==> src/design/dfq_pkg.sv <==
// Shared types and codes for the dual thread-id queue block.
package dfq_pkg;

	localparam int IN_TDATA_W  = 24;
	localparam int IN_TUSER_W  = 1;
	localparam int OUT_TDATA_W = 24;
	localparam int OUT_ID_W    = 16;

	typedef enum logic [1:0] {
		OP_APPEND = 2'd0,
		OP_POP    = 2'd1,
		OP_REMOVE = 2'd2,
		OP_SEARCH = 2'd3
	} op_t;

	typedef enum logic [1:0] {
		ST_OK   = 2'd0,
		ST_MISS = 2'd1,
		ST_FULL = 2'd2
	} status_t;

	// controller -> datapath
	typedef struct packed {
		logic load_req;
		logic do_append;
		logic scan_en;
		logic hit_take;
		logic scan_miss;
		logic shift_en;
		logic shift_finish;
		logic out_load;
	} dfq_cmd_t;

	// datapath -> controller
	typedef struct packed {
		logic is_append;
		logic is_search;
		logic hit;
		logic scan_done;
		logic shift_done;
		logic out_free;
	} dfq_stat_t;

endpackage

==> src/design/dual_fifo_queue_with_remove_by_id_top.sv <==
// Top level of the dual thread-id queue with append, pop, remove and search.
//
//  channel  dir  bits   contents (low bit up)
//  s_axis   in   24+1   tdata: op[1:0], thread_id[17:2]; tuser: queue_sel
//  m_axis   out  24     tdata: result_id[15:0], status[17:16]
//
// One request is in flight at a time; s_axis_tready is high only between requests.
// Steps per request: append writes the tail; search scans to the match or to the fill;
// pop/remove scan to the match, then shift the later entries down
// one entry per cycle over the single RAM port.
// The scan and shift loops run through the one-read/one-write entry RAM.
// Reset clears both fill counts; stored entries are not cleared and never read past the fill.
// A result held by m_axis_tready low stalls only the finish step; the next
// request is still taken once the previous result is in the output register.
module dual_fifo_queue_with_remove_by_id_top
	import dfq_pkg::*;
#(
	parameter int QUEUE_DEPTH = 16,
	parameter int ID_BITS     = 16
) (
	input  logic                   clk,
	input  logic                   arst_n,
	input  logic                   s_axis_tvalid,
	output logic                   s_axis_tready,
	input  logic [IN_TDATA_W-1:0]  s_axis_tdata,   // op[1:0], thread_id[17:2], zero pad
	input  logic [IN_TUSER_W-1:0]  s_axis_tuser,   // queue_sel[0]
	output logic                   m_axis_tvalid,
	input  logic                   m_axis_tready,
	output logic [OUT_TDATA_W-1:0] m_axis_tdata    // result_id[15:0], status[17:16], zero pad
);

	dfq_cmd_t            cmd;
	dfq_stat_t           stat;
	logic [OUT_ID_W-1:0] out_result_id;
	status_t             out_status;

	// sequencer: owns the handshake on the input side
	dfq_ctrl u_ctrl (
		.clk      (clk),
		.arst_n   (arst_n),
		.in_valid (s_axis_tvalid),
		.in_ready (s_axis_tready),
		.stat     (stat),
		.cmd      (cmd)
	);

	// storage, counts and the output register
	dfq_dp #(
		.QUEUE_DEPTH (QUEUE_DEPTH),
		.ID_BITS     (ID_BITS)
	) u_dp (
		.clk           (clk),
		.arst_n        (arst_n),
		.cmd           (cmd),
		.stat          (stat),
		.req_op        (op_t'(s_axis_tdata[1:0])),
		.req_queue     (s_axis_tuser[0]),
		.req_thread_id (s_axis_tdata[17:2]),
		.out_valid     (m_axis_tvalid),
		.out_ready     (m_axis_tready),
		.out_result_id (out_result_id),
		.out_status    (out_status)
	);

	assign m_axis_tdata = OUT_TDATA_W'({out_status, out_result_id});

endmodule

==> src/design/dfq_ctrl.sv <==
// Request sequencer: dispatch, scan, shift and result hand-off.
module dfq_ctrl
	import dfq_pkg::*;
(
	input  logic      clk,
	input  logic      arst_n,
	input  logic      in_valid,
	output logic      in_ready,
	input  dfq_stat_t stat,
	output dfq_cmd_t  cmd
);

	typedef enum logic [2:0] {
		S_IDLE,
		S_START,
		S_SCAN,
		S_SHIFT,
		S_FIN
	} state_t;

	state_t state_q;

	assign in_ready = (state_q == S_IDLE);

	always_comb begin
		cmd = '0;
		unique case (state_q)
			S_IDLE: cmd.load_req = in_valid;
			S_START: cmd.do_append = stat.is_append;
			S_SCAN: begin
				cmd.scan_en   = 1'b1;
				cmd.hit_take  = stat.hit;
				cmd.scan_miss = stat.scan_done;
			end
			S_SHIFT: begin
				cmd.shift_en     = 1'b1;
				cmd.shift_finish = stat.shift_done;
			end
			S_FIN: cmd.out_load = stat.out_free;
			default: cmd = '0;
		endcase
	end

	always_ff @(posedge clk or negedge arst_n) begin
		if (!arst_n) begin
			state_q <= S_IDLE;
		end else begin
			unique case (state_q)
				S_IDLE: if (in_valid) state_q <= S_START;
				S_START: state_q <= stat.is_append ? S_FIN : S_SCAN;
				S_SCAN: begin
					if (stat.hit) begin
						state_q <= stat.is_search ? S_FIN : S_SHIFT;
					end else if (stat.scan_done) begin
						state_q <= S_FIN;
					end
				end
				S_SHIFT: if (stat.shift_done) state_q <= S_FIN;
				S_FIN: if (stat.out_free) state_q <= S_IDLE;
				default: state_q <= S_IDLE;
			endcase
		end
	end

endmodule

==> src/design/dfq_dp.sv <==
// Queue storage, fill counts, scan/shift pipelines and result registers.
module dfq_dp
	import dfq_pkg::*;
#(
	parameter int QUEUE_DEPTH = 16,
	parameter int ID_BITS     = 16
) (
	input  logic                clk,
	input  logic                arst_n,
	input  dfq_cmd_t            cmd,
	output dfq_stat_t           stat,
	input  op_t                 req_op,
	input  logic                req_queue,
	input  logic [OUT_ID_W-1:0] req_thread_id,
	output logic                out_valid,
	input  logic                out_ready,
	output logic [OUT_ID_W-1:0] out_result_id,
	output status_t             out_status
);

	localparam int IDX_W = (QUEUE_DEPTH > 1) ? $clog2(QUEUE_DEPTH) : 1;
	localparam int CNT_W = $clog2(QUEUE_DEPTH + 1);
	localparam int CW    = (ID_BITS < OUT_ID_W) ? ID_BITS : OUT_ID_W;
	localparam int MEM_N = 2 ** (IDX_W + 1);

	logic [ID_BITS-1:0] mem [MEM_N];

	op_t                 op_q;
	logic                q_q;
	logic [ID_BITS-1:0]  key_q;
	logic [CNT_W-1:0]    count_q [2];
	logic [CNT_W-1:0]    rd_idx_q;
	logic [CNT_W-1:0]    sh_rd_q;
	logic                scan_pend_s1;
	logic [IDX_W-1:0]    scan_pos_s1;
	logic                sh_pend_s1;
	logic [IDX_W-1:0]    sh_wr_s1;
	logic [ID_BITS-1:0]  rdata_q;
	logic [ID_BITS-1:0]  res_id_q;
	status_t             res_st_q;
	logic                out_valid_q;
	logic [OUT_ID_W-1:0] out_id_q;
	status_t             out_st_q;

	logic [CNT_W-1:0] cur_count;
	logic [CNT_W-1:0] rd_sel;
	logic             scan_issue;
	logic             shift_issue;
	logic             append_ok;
	logic             wr_en;
	logic [IDX_W:0]   wr_addr;
	logic [ID_BITS-1:0] wr_data;

	assign cur_count   = count_q[q_q];
	assign scan_issue  = cmd.scan_en && (rd_idx_q < cur_count);
	assign shift_issue = cmd.shift_en && (sh_rd_q < cur_count);
	assign rd_sel      = cmd.shift_en ? sh_rd_q : rd_idx_q;
	assign append_ok   = cur_count < CNT_W'(QUEUE_DEPTH);

	// one write port: shift copy or tail append, never both
	assign wr_en   = (cmd.do_append && append_ok) || sh_pend_s1;
	assign wr_addr = sh_pend_s1 ? {q_q, sh_wr_s1} : {q_q, cur_count[IDX_W-1:0]};
	assign wr_data = sh_pend_s1 ? rdata_q : key_q;

	assign stat.is_append  = (op_q == OP_APPEND);
	assign stat.is_search  = (op_q == OP_SEARCH);
	assign stat.hit        = scan_pend_s1 && ((op_q == OP_POP) || (rdata_q == key_q));
	assign stat.scan_done  = !scan_pend_s1 && (rd_idx_q >= cur_count);
	assign stat.shift_done = !sh_pend_s1 && (sh_rd_q >= cur_count);
	assign stat.out_free   = !out_valid_q || out_ready;

	always_ff @(posedge clk) begin
		if (wr_en) begin
			mem[wr_addr] <= wr_data;
		end
		rdata_q <= mem[{q_q, rd_sel[IDX_W-1:0]}];
	end

	always_ff @(posedge clk or negedge arst_n) begin
		if (!arst_n) begin
			count_q[0]   <= '0;
			count_q[1]   <= '0;
			scan_pend_s1 <= 1'b0;
			sh_pend_s1   <= 1'b0;
			out_valid_q  <= 1'b0;
		end else begin
			scan_pend_s1 <= scan_issue;
			sh_pend_s1   <= shift_issue;
			if (cmd.do_append && append_ok) begin
				count_q[q_q] <= cur_count + CNT_W'(1);
			end else if (cmd.shift_finish) begin
				count_q[q_q] <= cur_count - CNT_W'(1);
			end
			if (cmd.out_load) begin
				out_valid_q <= 1'b1;
			end else if (out_ready) begin
				out_valid_q <= 1'b0;
			end
		end
	end

	always_ff @(posedge clk) begin
		if (cmd.load_req) begin
			op_q     <= req_op;
			q_q      <= req_queue;
			key_q    <= ID_BITS'(req_thread_id[CW-1:0]);
			rd_idx_q <= '0;
		end
		if (scan_issue) begin
			rd_idx_q    <= rd_idx_q + CNT_W'(1);
			scan_pos_s1 <= rd_idx_q[IDX_W-1:0];
		end
		if (shift_issue) begin
			sh_rd_q  <= sh_rd_q + CNT_W'(1);
			sh_wr_s1 <= sh_rd_q[IDX_W-1:0] - IDX_W'(1);
		end
		if (cmd.do_append) begin
			res_id_q <= append_ok ? key_q : '0;
			res_st_q <= append_ok ? ST_OK : ST_FULL;
		end
		if (cmd.hit_take) begin
			res_id_q <= rdata_q;
			res_st_q <= ST_OK;
			sh_rd_q  <= CNT_W'(scan_pos_s1) + CNT_W'(1);
		end
		if (cmd.scan_miss) begin
			res_id_q <= '0;
			res_st_q <= ST_MISS;
		end
		if (cmd.out_load) begin
			out_id_q <= OUT_ID_W'(res_id_q[CW-1:0]);
			out_st_q <= res_st_q;
		end
	end

	assign out_valid     = out_valid_q;
	assign out_result_id = out_id_q;
	assign out_status    = out_st_q;

endmodule

==> config.mk <==
export PLATFORM = sky130hd
export DESIGN_NAME = dual_fifo_queue_with_remove_by_id_top
export DESIGN_NICKNAME = d
export VERILOG_FILES = /design/src/design/dfq_pkg.sv /design/src/design/dual_fifo_queue_with_remove_by_id_top.sv /design/src/design/dfq_ctrl.sv /design/src/design/dfq_dp.sv
export SDC_FILE = /design/constraint.sdc
export NUM_CORES = 1
export LEC_CHECK = 0
export BUFFER_PORTS_ARGS = -buffer_cell sky130_fd_sc_hd__buf_2
export CORE_MARGIN = 1
export CORE_UTILIZATION = 45
export DETAILED_ROUTE_END_ITERATION = 16
export HOLD_SLACK_MARGIN = 0.08
export SLEW_MARGIN = 20
export SYNTH_ARGS = -nofsm -noshare
export SYNTH_HDL_FRONTEND = slang
export SYNTH_SLANG_ARGS = --single-unit
==> constraint.sdc <==
create_clock -name clk -period 3.85 [get_ports clk]
set_input_delay 0.385 -clock clk [delete_from_list [all_inputs] [get_ports clk]]
set_output_delay 0.385 -clock clk [all_outputs]
set_load 0.01 [all_outputs]
==> results of run 1 <==
-- kinds of logic after synthesis --
family          count (synthesis)  synth area share [%]
compound gates                194                 6.629
xor+xnor                       31                 1.107
mux                           168                 7.037
flops                         617                 73.86
simple gates                  461                 8.400
buf+inv                       102                 2.189
fa+ha+maj                      15                0.7655
other cells                     1               0.01530
-- registers in the layout, indices dropped and copies added, names as in the netlist, 5 cells and up, named ones only --
register,count
u_dp.count_q,8
u_dp.key_q,16
u_dp.mem,512
u_dp.out_result_id,16
u_dp.rd_idx_q,5
u_dp.rdata_q,16
u_dp.res_id_q,16
u_dp.sh_rd_q,5
-- worst reg2reg max path, delay by kind of cell, from the launching register on --
family,cells,cell delay [ns]
simple gates,4,1.18
compound gates,1,0.38
flops,1,0.49
buf+inv,1,0.23
mux,1,0.69
-- metrics by stage --
| step | util, % | cells | cell area, sq um | total power, mW |
|---|---|---|---|---|
| after floorplan | - | 1594 | 24540 | 11.93 |
| after global placement | 47.65 | 2306 | 25640 | 13.57 |
| after detailed placement | 47.65 | 2306 | 25640 | 13.68 |
| after CTS | 51.56 | 2435 | 27750 | 19.33 |
| after global routing | 51.57 | 2435 | 27750 | 20.06 |
| final | 51.57 | 2435 | 27750 | 19.20 |
-- power by group through the flow --
stage	registers (mW)	logic [mW]	clock network [mW]
finish	8.52	5.06	5.63
global route	8.57	5.48	6.00
CTS	8.52	5.06	5.75
detailed placement	8.66	5.03	0
global placement	8.64	4.93	0
floorplan	8.52	3.41	0
-- final timing paths --
| path | cells after the start | start | slack (ns) | endpoint |
|---|---|---|---|---|
| min | 2 | arst_n | 0.23 | u_ctrl.state_q[1] |
| min reg2reg | 0 | u_dp.res_st_q[1] | 0.43 | u_dp.out_status[1] |
| max reg2reg | 7 | u_ctrl.state_q[2] | 0.78 | u_dp.rdata_q[11] |
| max in group asynchronous | 2 | arst_n | 3.32 | u_dp.sh_pend_s1 |
| max | 7 | u_ctrl.state_q[2] | 0.78 | u_dp.rdata_q[11] |
| min in group clk | 0 | u_dp.res_st_q[1] | 0.43 | u_dp.out_status[1] |
-- cell usage after synthesis, types with 2 or more instances --
| cell type | count |
|---|---|
| nor3_1 | 2 |
| buf_4 | 17 |
| nand3_1 | 12 |
| buf_1 | 4 |
| mux2_1 | 3 |
| mux2i_1 | 136 |
| o211ai_1 | 4 |
| or2_2 | 3 |
| dfrtp_1 | 16 |
| inv_1 | 16 |
| nor2_1 | 83 |
| a21o_1 | 3 |
| mux2_2 | 28 |
| nor3_2 | 7 |
| xnor2_1 | 24 |
| nor3_4 | 2 |
| clkbuf_1 | 22 |
| buf_6 | 6 |
| o21ai_0 | 4 |
| a21oi_1 | 8 |
| nor2b_1 | 8 |
| and3_1 | 2 |
| nor4_1 | 3 |
| a32oi_1 | 128 |
| or3_1 | 2 |
| and2_1 | 4 |
| nand4_1 | 36 |
| a22oi_1 | 16 |
| nand2_4 | 2 |
| o22ai_1 | 2 |
| nor2_2 | 2 |
| o21a_1 | 2 |
| dfxtp_1 | 34 |
| ha_1 | 15 |
| a211oi_1 | 16 |
| xor2_1 | 7 |
| a31oi_1 | 2 |
| nand2_1 | 278 |
| buf_2 | 36 |
| nand2b_1 | 5 |
| edfxtp_1 | 567 |
-- final cells by class --
cell class                 count  area (sq um)
clock buffer                  80          1607
clock inverter                27         275.3
fill                        4393         26060
inverter                      17         63.81
multi-input combinational    875          5917
sequential                   617         18110
tap                          696         870.8
timing repair buffer         123         910.9
-- routing by layer --
layer	vias to the layer above	GRT usage [%]	part of all wire (%)
met1	6970	30.35	46
met4	0	6.219	2.7
met3	72	3.799	6.7
li1	6324	-	-
met5	-	0	0
met2	426	31.10	45
-- timing repair --
item / in CTS / in global routing
buffers inserted: 0 / 0
hold buffers: 22 / 0
endpoints found under the hold margin: 37 / 0
==> results by group, run 1 <==
GRT
  – Number of global-route vias before repair: roughly 14000
  – All-layer global routing usage: roughly a fifth
  – Total gr overflow: 0
  – Largest net degree at the start of global routing: 91
  – First-pass GRT wire length: 85160 microns
  – Initial antenna violation count: 0

Power and ir drop
  – PD cells: ~690 nW/um^2
  – Clock Power Share: 29.3%
  – Seq pwr share: between 40% and 50%
  – Sw frac: approximately a third
  – VDD IR-drop max: 0.0003442 V
  – Leakage: ~9.5 nW
  – Pint: around 13 mW
  – Comb power frac: 26.3%
  – P_sw: 6.159 mW

Critical path
  – Worst path arrival time: 3.58 ns
  – Critical Path End Type: register
  – Startpoint type of the worst setup path: register
  – CP bufs+invs: 1
  – Delay of the slowest critical-path stage: a little under 0.7 ns
  – CP cell instances: nand3b_4 > mux2i_1 > nor2_1 > buf_4 > a32oi_1 > nand4_1 > nor2_1
  – Worst path top cell family by delay: simple AND/OR/NAND/NOR gates
  – CP max-delay cell: mux2i_1
  – Crit-path max FO: 16
  – Setup Crit Path Kind: reg -> reg
  – Crit-path most repeated cell: nor2_1
  – CP required: about 4.4 ns

Routing
  – Drt pass-1 iters: 5
  – Remaining antenna violation count: 0
  – Via count: approximately 14000
  – Post-route DRC: 0
  – Drt first-iter violations: 1224
  – Drt total wl: 56910 microns
  – DR WL/cell: 23.37 microns
  – Vias per inst: roughly 5.7

STA
  – Worst slew pin tran: around 0.84 ns
  – Achievable frequency: 325.5 MHz
  – Part of the cycle the worst path needs: about four fifths
  – Max-slew violations: 0
  – Final setup fails: 0
  – Clk_skew: between 0.02 and 0.03 ns
  – Setup TNS: 0 ns
  – Hold Slack: between 0.2 and 0.25 ns
  – Min Tclk post-route: between 3 and 4 ns
  – Relative slew slack: roughly 44%
  – Setup WS post-layout: 0.7778 ns
  – RSZ-0062 raised after global routing: no
  – Hold Vio Cnt, Final: 0

Synth
  – Post-synthesis sequential area ratio: 73.86%
  – Main synth FF type: edfxtp_1
  – Synth warn: 0
  – Synthesis-stage register bit count: roughly 620
  – Share of the synthesized area in the top cell type: a little over two thirds
  – EDFF count, synth: between 500 and 600
  – Dominant cells by area after synthesis: edfxtp_1 69%, mux2i_1 5.6%, a32oi_1 4.6%, nand2_1 4.3%, dfxtp_1 2.8%
  – Syn Std Cell Area: approximately 25000 sq um
  – Avg Cell Area, Syn: 15.43 sq um
  – Leading area contributor after synthesis: edfxtp_1
  – Async set-reset flop share out of synthesis: around 2.6%
  – Distinct cells, synth: 63
  – Post-synthesis instance total: between 1500 and 2000

Die
  – DIE HEIGHT: 235.4 microns
  – Die Wd: about 240 microns
  – Ports: 55
  – Starting density of the core: around 46%
  – FP Rows: 85
  – Area of the core: ~54000 sq um
  – Die area: 55420 sq um

Clock network
  – CTS tree: done
  – Clk_lat worst skew: 0.63 ns
  – Post-CTS sizing: 0
  – CTS Sinks: 617
  – H-Tree Depth: 2
  – CTS buffer count: 60
  – Clock tree buffer depth: 3
  – Clock transition at the registers of the reported paths: 0.06 ns
  – CTS root buffer: clkbuf_16

Finish
  – Most common cell after layout, fill and taps aside: edfxtp_1
  – Area growth from synthesis to layout: 13.20%
  – Antenna diodes: 0
  – Share of layout cells above drive strength 1: a little over an eighth
  – Commonest non-fill, non-tap cells in the layout: 567 x edfxtp_1, 278 x nand2_1, 136 x mux2i_1
  – Nets: 1738

Placed design
  – Routability cong.: 0.8499
  – Pre-CTS setup slack: roughly 0.90 ns
  – I/O Buffers: 42
  – Detailed Place HPWL: 34770 microns

Status
  – Status: finished, final reports clean

Job
  – Max-Cap Viols: 0

Worst hold path
  – Tightest Hold Check Type: in -> async
(Power assumes the default switching activity.)
==> run 2: changes to the inputs <==
==> constraint.sdc (replaced) <==
create_clock -name clk -period 2.7 [get_ports clk]
set_input_delay 0.27 -clock clk [delete_from_list [all_inputs] [get_ports clk]]
set_output_delay 0.27 -clock clk [all_outputs]
set_load 0.01 [all_outputs]
==> results by group, run 2 (synthesis gave the netlist of run 1 again) <==
Die
  – Die area: approximately 55000 sq um
  – FP Rows: 85
  – Die Wd: approximately 240 microns
  – DIE HEIGHT: between 200 and 250 microns
  – Starting density of the core: between 40% and 50%
  – Ports: between 50 and 60
  – Area of the core: 53810 sq um

STA
  – Min Tclk post-route: 2.619 ns
  – Max-slew violations: 0
  – Part of the cycle the worst path needs: just under 100%
  – Setup TNS: 0 ns
  – Hold Vio Cnt, Final: 0
  – Clk_skew: 0.02460 ns
  – Relative slew slack: 42.87%
  – Final setup fails: 0
  – Worst slew pin tran: ~0.86 ns
  – RSZ-0062 raised after global routing: yes
  – Achievable frequency: between 300 and 400 MHz
  – Setup WS post-layout: just over 0.08 ns

Routing
  – Vias per inst: around 5.6
  – DR WL/cell: about 24 microns
  – Drt first-iter violations: between 1000 and 1500
  – Remaining antenna violation count: 0
  – Drt pass-1 iters: 7
  – Drt total wl: ~60000 microns
  – Post-route DRC: 0
  – Via count: about 14000

Finish
  – Fin util: between 50% and 60%
  – Most common cell after layout, fill and taps aside: edfxtp_1
  – Max reg flops: a little over 500
  – Design area: 28910 sq um
  – Share of layout cells above drive strength 1: between 10% and 20%
  – Nets: between 1500 and 2000
  – Antenna diodes: 0
  – Area growth from synthesis to layout: 17.90%
  – Top reg by flops: u_dp.mem
  – Commonest non-fill, non-tap cells in the layout: 567 x edfxtp_1, 276 x nand2_1, 135 x mux2i_1

Power and ir drop
  – Total Power: 28.28 mW
  – PD cells: around 980 nW/um^2
  – Leakage: between 10 and 15 nW
  – VDD IR-drop max: about 0.00054 V

Clock network
  – Clk_lat worst skew: a little over 0.6 ns
  – H-Tree Depth: 2
  – CTS Sinks: about 600
  – Clock transition at the registers of the reported paths: ~0.060 ns
  – Clock tree buffer depth: 3
  – CTS buffer count: ~60
  – CTS tree: done
  – CTS root buffer: clkbuf_16

GRT
  – Met2 usage: 31.74%
  – First-pass GRT wire length: 89150 microns
  – GRT busiest layer: met1
  – Total gr overflow: 0
  – Largest net degree at the start of global routing: 42
  – Routing usage on met1: 32.14%
  – Initial antenna violation count: 0
  – Met3 Usage GRT: 3.893%
  – All-layer global routing usage: between 20% and 30%
  – Number of global-route vias before repair: ~14000

Critical path
  – Setup Crit Path Kind: reg -> reg
  – Critical Path End Type: register
  – Worst r2r path cells: 10
  – CP required: roughly 3.3 ns
  – Reg-to-Reg Start: u_ctrl.state_q[2]
  – Reg2reg setup slack: between 0.08 and 0.09 ns
  – FF-to-FF End: u_dp.rdata_q[11]
  – Crit-path max FO: 38
  – Worst path arrival time: 3.19 ns
  – Startpoint type of the worst setup path: register

Worst hold path
  – Tightest Hold Check Type: in -> async

Job
  – Max-Cap Viols: 0

Placed design
  – Pre-CTS setup slack: -0.1482 ns
  – Area after DPL: 26780 sq um
  – Routability cong.: roughly 0.81
  – Detailed Place HPWL: about 38000 microns
  – I/O Buffers: between 40 and 50

Status
  – Status: finished, final reports clean
## run 2: final cells by class
cell class	count	area, sq um
flip-flops and latches	617	18110
clock buffers	80	1639
clock inverters	25	176.4
repair buffers	202	2033
inverters	17	63.81
multi-input cells	875	6015
fillers	4306	24910
well taps	696	870.8
## run 2: metrics by stage
stage	std cells	hold WS [ns]
2_1_floorplan	1594	-0.02559
3_3_place_gp	2383	0.2042
3_5_place_dp	2383	0.2099
4_1_cts	2511	0.08679
5_1_grt	2512	0.1437
6_report	2512	0.1085
## run 2: where the power goes
| group | internal (mW) | switching, mW | total [mW] |
|---|---|---|---|
| clock | 4.41 | 3.41 | 7.82 |
| combinational | 3.14 | 5.15 | 8.29 |
| sequential | 11.7 | 0.512 | 12.2 |
## run 2: worst max path at each step
stage	startpoint	endpoint	slack (ns)	depth (start not counted)
finish	u_ctrl.state_q[2]	u_dp.rdata_q[11]	0.08	10
detailed placement	u_ctrl.state_q[1]	u_dp.rdata_q[11]	-0.15	8
global placement	u_ctrl.state_q[2]	u_dp.rdata_q[11]	-0.14	8
floorplan	u_ctrl.state_q[1]	u_dp.mem[28][0]	-0.14	7
global route	u_ctrl.state_q[2]	u_dp.rdata_q[10]	-0.06	10
CTS	u_dp.q_q	u_ctrl.state_q[2]	0.02	10
## run 2: metal layers
metal / wire, microns / share of wire, %
met2: 26130 / 43
met1: 27410 / 46
met5: 0 / 0
met4: 2306 / 3.8
met3: 4336 / 7.2
## run 2: what timing repair did
action,in CTS,in global routing
hold buffers,22,0
setup buffers,1,1
hold endpoints to repair,38,0
resized for setup,4,13
pin swaps,2,4
endpoints found under the setup margin,97,367
## run 2: worst max-delay path: stages (launching register included)
cell,delay [ns]
dfrtp_1,0.40
nand3b_4,0.25
buf_4,0.21
a21oi_4,0.23
buf_12,0.25
buf_4,0.20
nand2_1,0.07
a32oi_2,0.30
nand4_1,0.32
nor2_1,0.18
buf_4,0.11
==> run 3: changes to the inputs <==
==> constraint.sdc (replaced) <==
create_clock -name clk -period 2.7 [get_ports clk]
set_input_delay 0.54 -clock clk [delete_from_list [all_inputs] [get_ports clk]]
set_output_delay 0.54 -clock clk [all_outputs]
set_load 0.01 [all_outputs]
==> results by group, run 3 (synthesis gave the netlist of run 1 again) <==
Status
  – Status: finished, final reports clean

Finish
  – Filler instances: 4284
  – Antenna diodes: 0
  – Max reg flops: 512
  – Area growth from synthesis to layout: 18.31%
  – Commonest non-fill, non-tap cells in the layout: 567 x edfxtp_1, 278 x nand2_1, 135 x mux2i_1
  – Top reg by flops: u_dp.mem
  – Share of layout cells above drive strength 1: approximately a fifth
  – Nets: 1819
  – Most common cell after layout, fill and taps aside: edfxtp_1

STA
  – Max-slew violations: 0
  – Relative slew slack: between 30% and 40%
  – Final setup fails: 0
  – Min Tclk post-route: 2.692 ns
  – RSZ-0062 raised after global routing: yes
  – Hold Vio Cnt, Final: 0
  – Achievable frequency: roughly 370 MHz
  – Clk_skew: approximately 0.028 ns
  – Worst slew pin tran: ~0.90 ns
  – Part of the cycle the worst path needs: 99.71%
  – Setup TNS: 0 ns

Clock network
  – CTS root buffer: clkbuf_16
  – CTS tree: done
  – Clock transition at the registers of the reported paths: 0.06 ns
  – Clock tree buffer depth: 3
  – Clk_lat worst skew: approximately 0.64 ns
  – H-Tree Depth: 2
  – CTS Sinks: between 600 and 700
  – CTS buffer count: just over 60

Power and ir drop
  – P_sw: ~9.2 mW
  – Total Power: between 20 and 30 mW
  – Clock Power Share: roughly 28%
  – Leakage: approximately 10 nW
  – PD cells: slightly below 1000 nW/um^2
  – VDD IR-drop max: ~0.00057 V
  – Pint: a little under 20 mW
  – Comb power frac: 29.0%
  – Seq pwr share: a little over two fifths
  – Sw frac: 32.17%

Critical path
  – Reg2reg setup slack: 0.008 ns
  – Critical Path End Type: register
  – Worst r2r path cells: 8
  – Crit-path max FO: 16
  – Reg-to-Reg Start: u_ctrl.state_q[1]
  – CP required: 3.04 ns
  – Startpoint type of the worst setup path: register
  – Setup Crit Path Kind: reg -> reg
  – Worst path arrival time: 3.04 ns
  – FF-to-FF End: u_dp.mem[19][12]

GRT
  – Total gr overflow: 0
  – Largest net degree at the start of global routing: 84
  – Initial antenna violation count: 0
  – All-layer global routing usage: a little over a fifth
  – Number of global-route vias before repair: 13910
  – First-pass GRT wire length: 88090 microns

Worst hold path
  – Tightest Hold Check Type: in -> reg
  – WHS Path Cells: 1
  – Min-Delay Endpoint: u_dp.key_q[4]
  – Hold Startpoint: s_axis_tdata[6]

Routing
  – Drt pass-1 iters: 5
  – DR WL/cell: around 24 microns
  – Drt total wl: between 50000 and 60000 microns
  – Post-route DRC: 0
  – Vias per inst: 5.628
  – Drt first-iter violations: ~1300
  – Via count: 14170
  – Remaining antenna violation count: 0

Placed design
  – I/O Buffers: 42
  – Routability cong.: approximately 0.83
  – Detailed Place HPWL: approximately 37000 microns

Die
  – FP Rows: 85
  – DIE HEIGHT: about 240 microns
  – Die area: ~55000 sq um
  – Area of the core: 53810 sq um
  – Ports: 55
  – Die Wd: 235.4 microns
  – Starting density of the core: 45.56%

Job
  – Max-Cap Viols: 0
run 3: final cells by class:
| type | count | area [sq um] | area share, % |
|---|---|---|---|
| repair buffers | 203 | 2057 | 7.091 |
| clock inverters | 35 | 312.8 | 1.078 |
| multi-input cells | 875 | 5984 | 20.63 |
| flip-flops and latches | 617 | 18110 | 62.43 |
| inverters | 17 | 63.81 | 0.2200 |
| well taps | 696 | 870.8 | 3.002 |
| clock buffers | 75 | 1609 | 5.547 |
run 3: worst max path at each step:
stage                           start  slack (ns)  cells past startpoint           endpoint
CTS                          u_dp.q_q       0.005                     10  u_ctrl.state_q[2]
detailed placement  u_ctrl.state_q[2]       -0.26                      9    u_dp.rdata_q[2]
floorplan           u_ctrl.state_q[1]       -0.14                      7    u_dp.mem[28][0]
global placement    u_ctrl.state_q[2]       -0.15                      8    u_dp.rdata_q[2]
global route        u_ctrl.state_q[1]       -0.11                      8    u_dp.mem[14][0]
finish              u_ctrl.state_q[1]       0.008                      8   u_dp.mem[19][12]
run 3: through the flow:
step / cell area, sq um / std cells / utilization (%) / hold WS, ns / worst slack [ns]
after detailed placement: 26740 / 2381 / 49.68 / 0.4165 / -0.2571
after global placement: 26730 / 2381 / 49.67 / 0.4170 / -0.1476
final: 29010 / 2518 / 53.90 / 0.1191 / 0.007695
after CTS: 28880 / 2511 / 53.67 / 0.08343 / 0.004726
after floorplan: 24560 / 1594 / - / 0.2444 / -0.1427
after global routing: 29010 / 2518 / 53.90 / 0.09132 / -0.1102
run 3: power groups by stage:
stage	clock, mW	combinational [mW]	sequential [mW]
2_1_floorplan	0	4.88	12.2
3_5_place_dp	0	8.03	12.3
6_report	8.15	8.28	12.2
3_3_place_gp	0	7.88	12.3
5_1_grt	8.64	8.87	12.2
4_1_cts	8.29	8.12	12.1
run 3: critical path, cell delays in order (launching register included):
cell	delay, ns
dfrtp_1	0.44
buf_4	0.17
or3b_4	0.40
nor3_4	0.13
nand2_1	0.07
o21ai_1	0.26
nand2_1	0.38
nor2_1	0.31
buf_12	0.21
run 3: what timing repair did:
item,CTS,global route
gates cloned,0,1
pin swaps,1,9
setup endpoints to repair,31,371
endpoints found under the hold margin,32,0
buffers inserted,3,7
hold buffers,17,0
gates resized for setup,4,12
run 3: layer usage:
layer | routed length [microns] | track usage [%] | vias up
met1 | 27050 | 31.45 | 7123
met3 | 3913 | 3.049 | 76
met2 | 27190 | 32.69 | 489
met5 | 0 | 0 | -
li1 | - | - | 6484
met4 | 1806 | 7.625 | 0
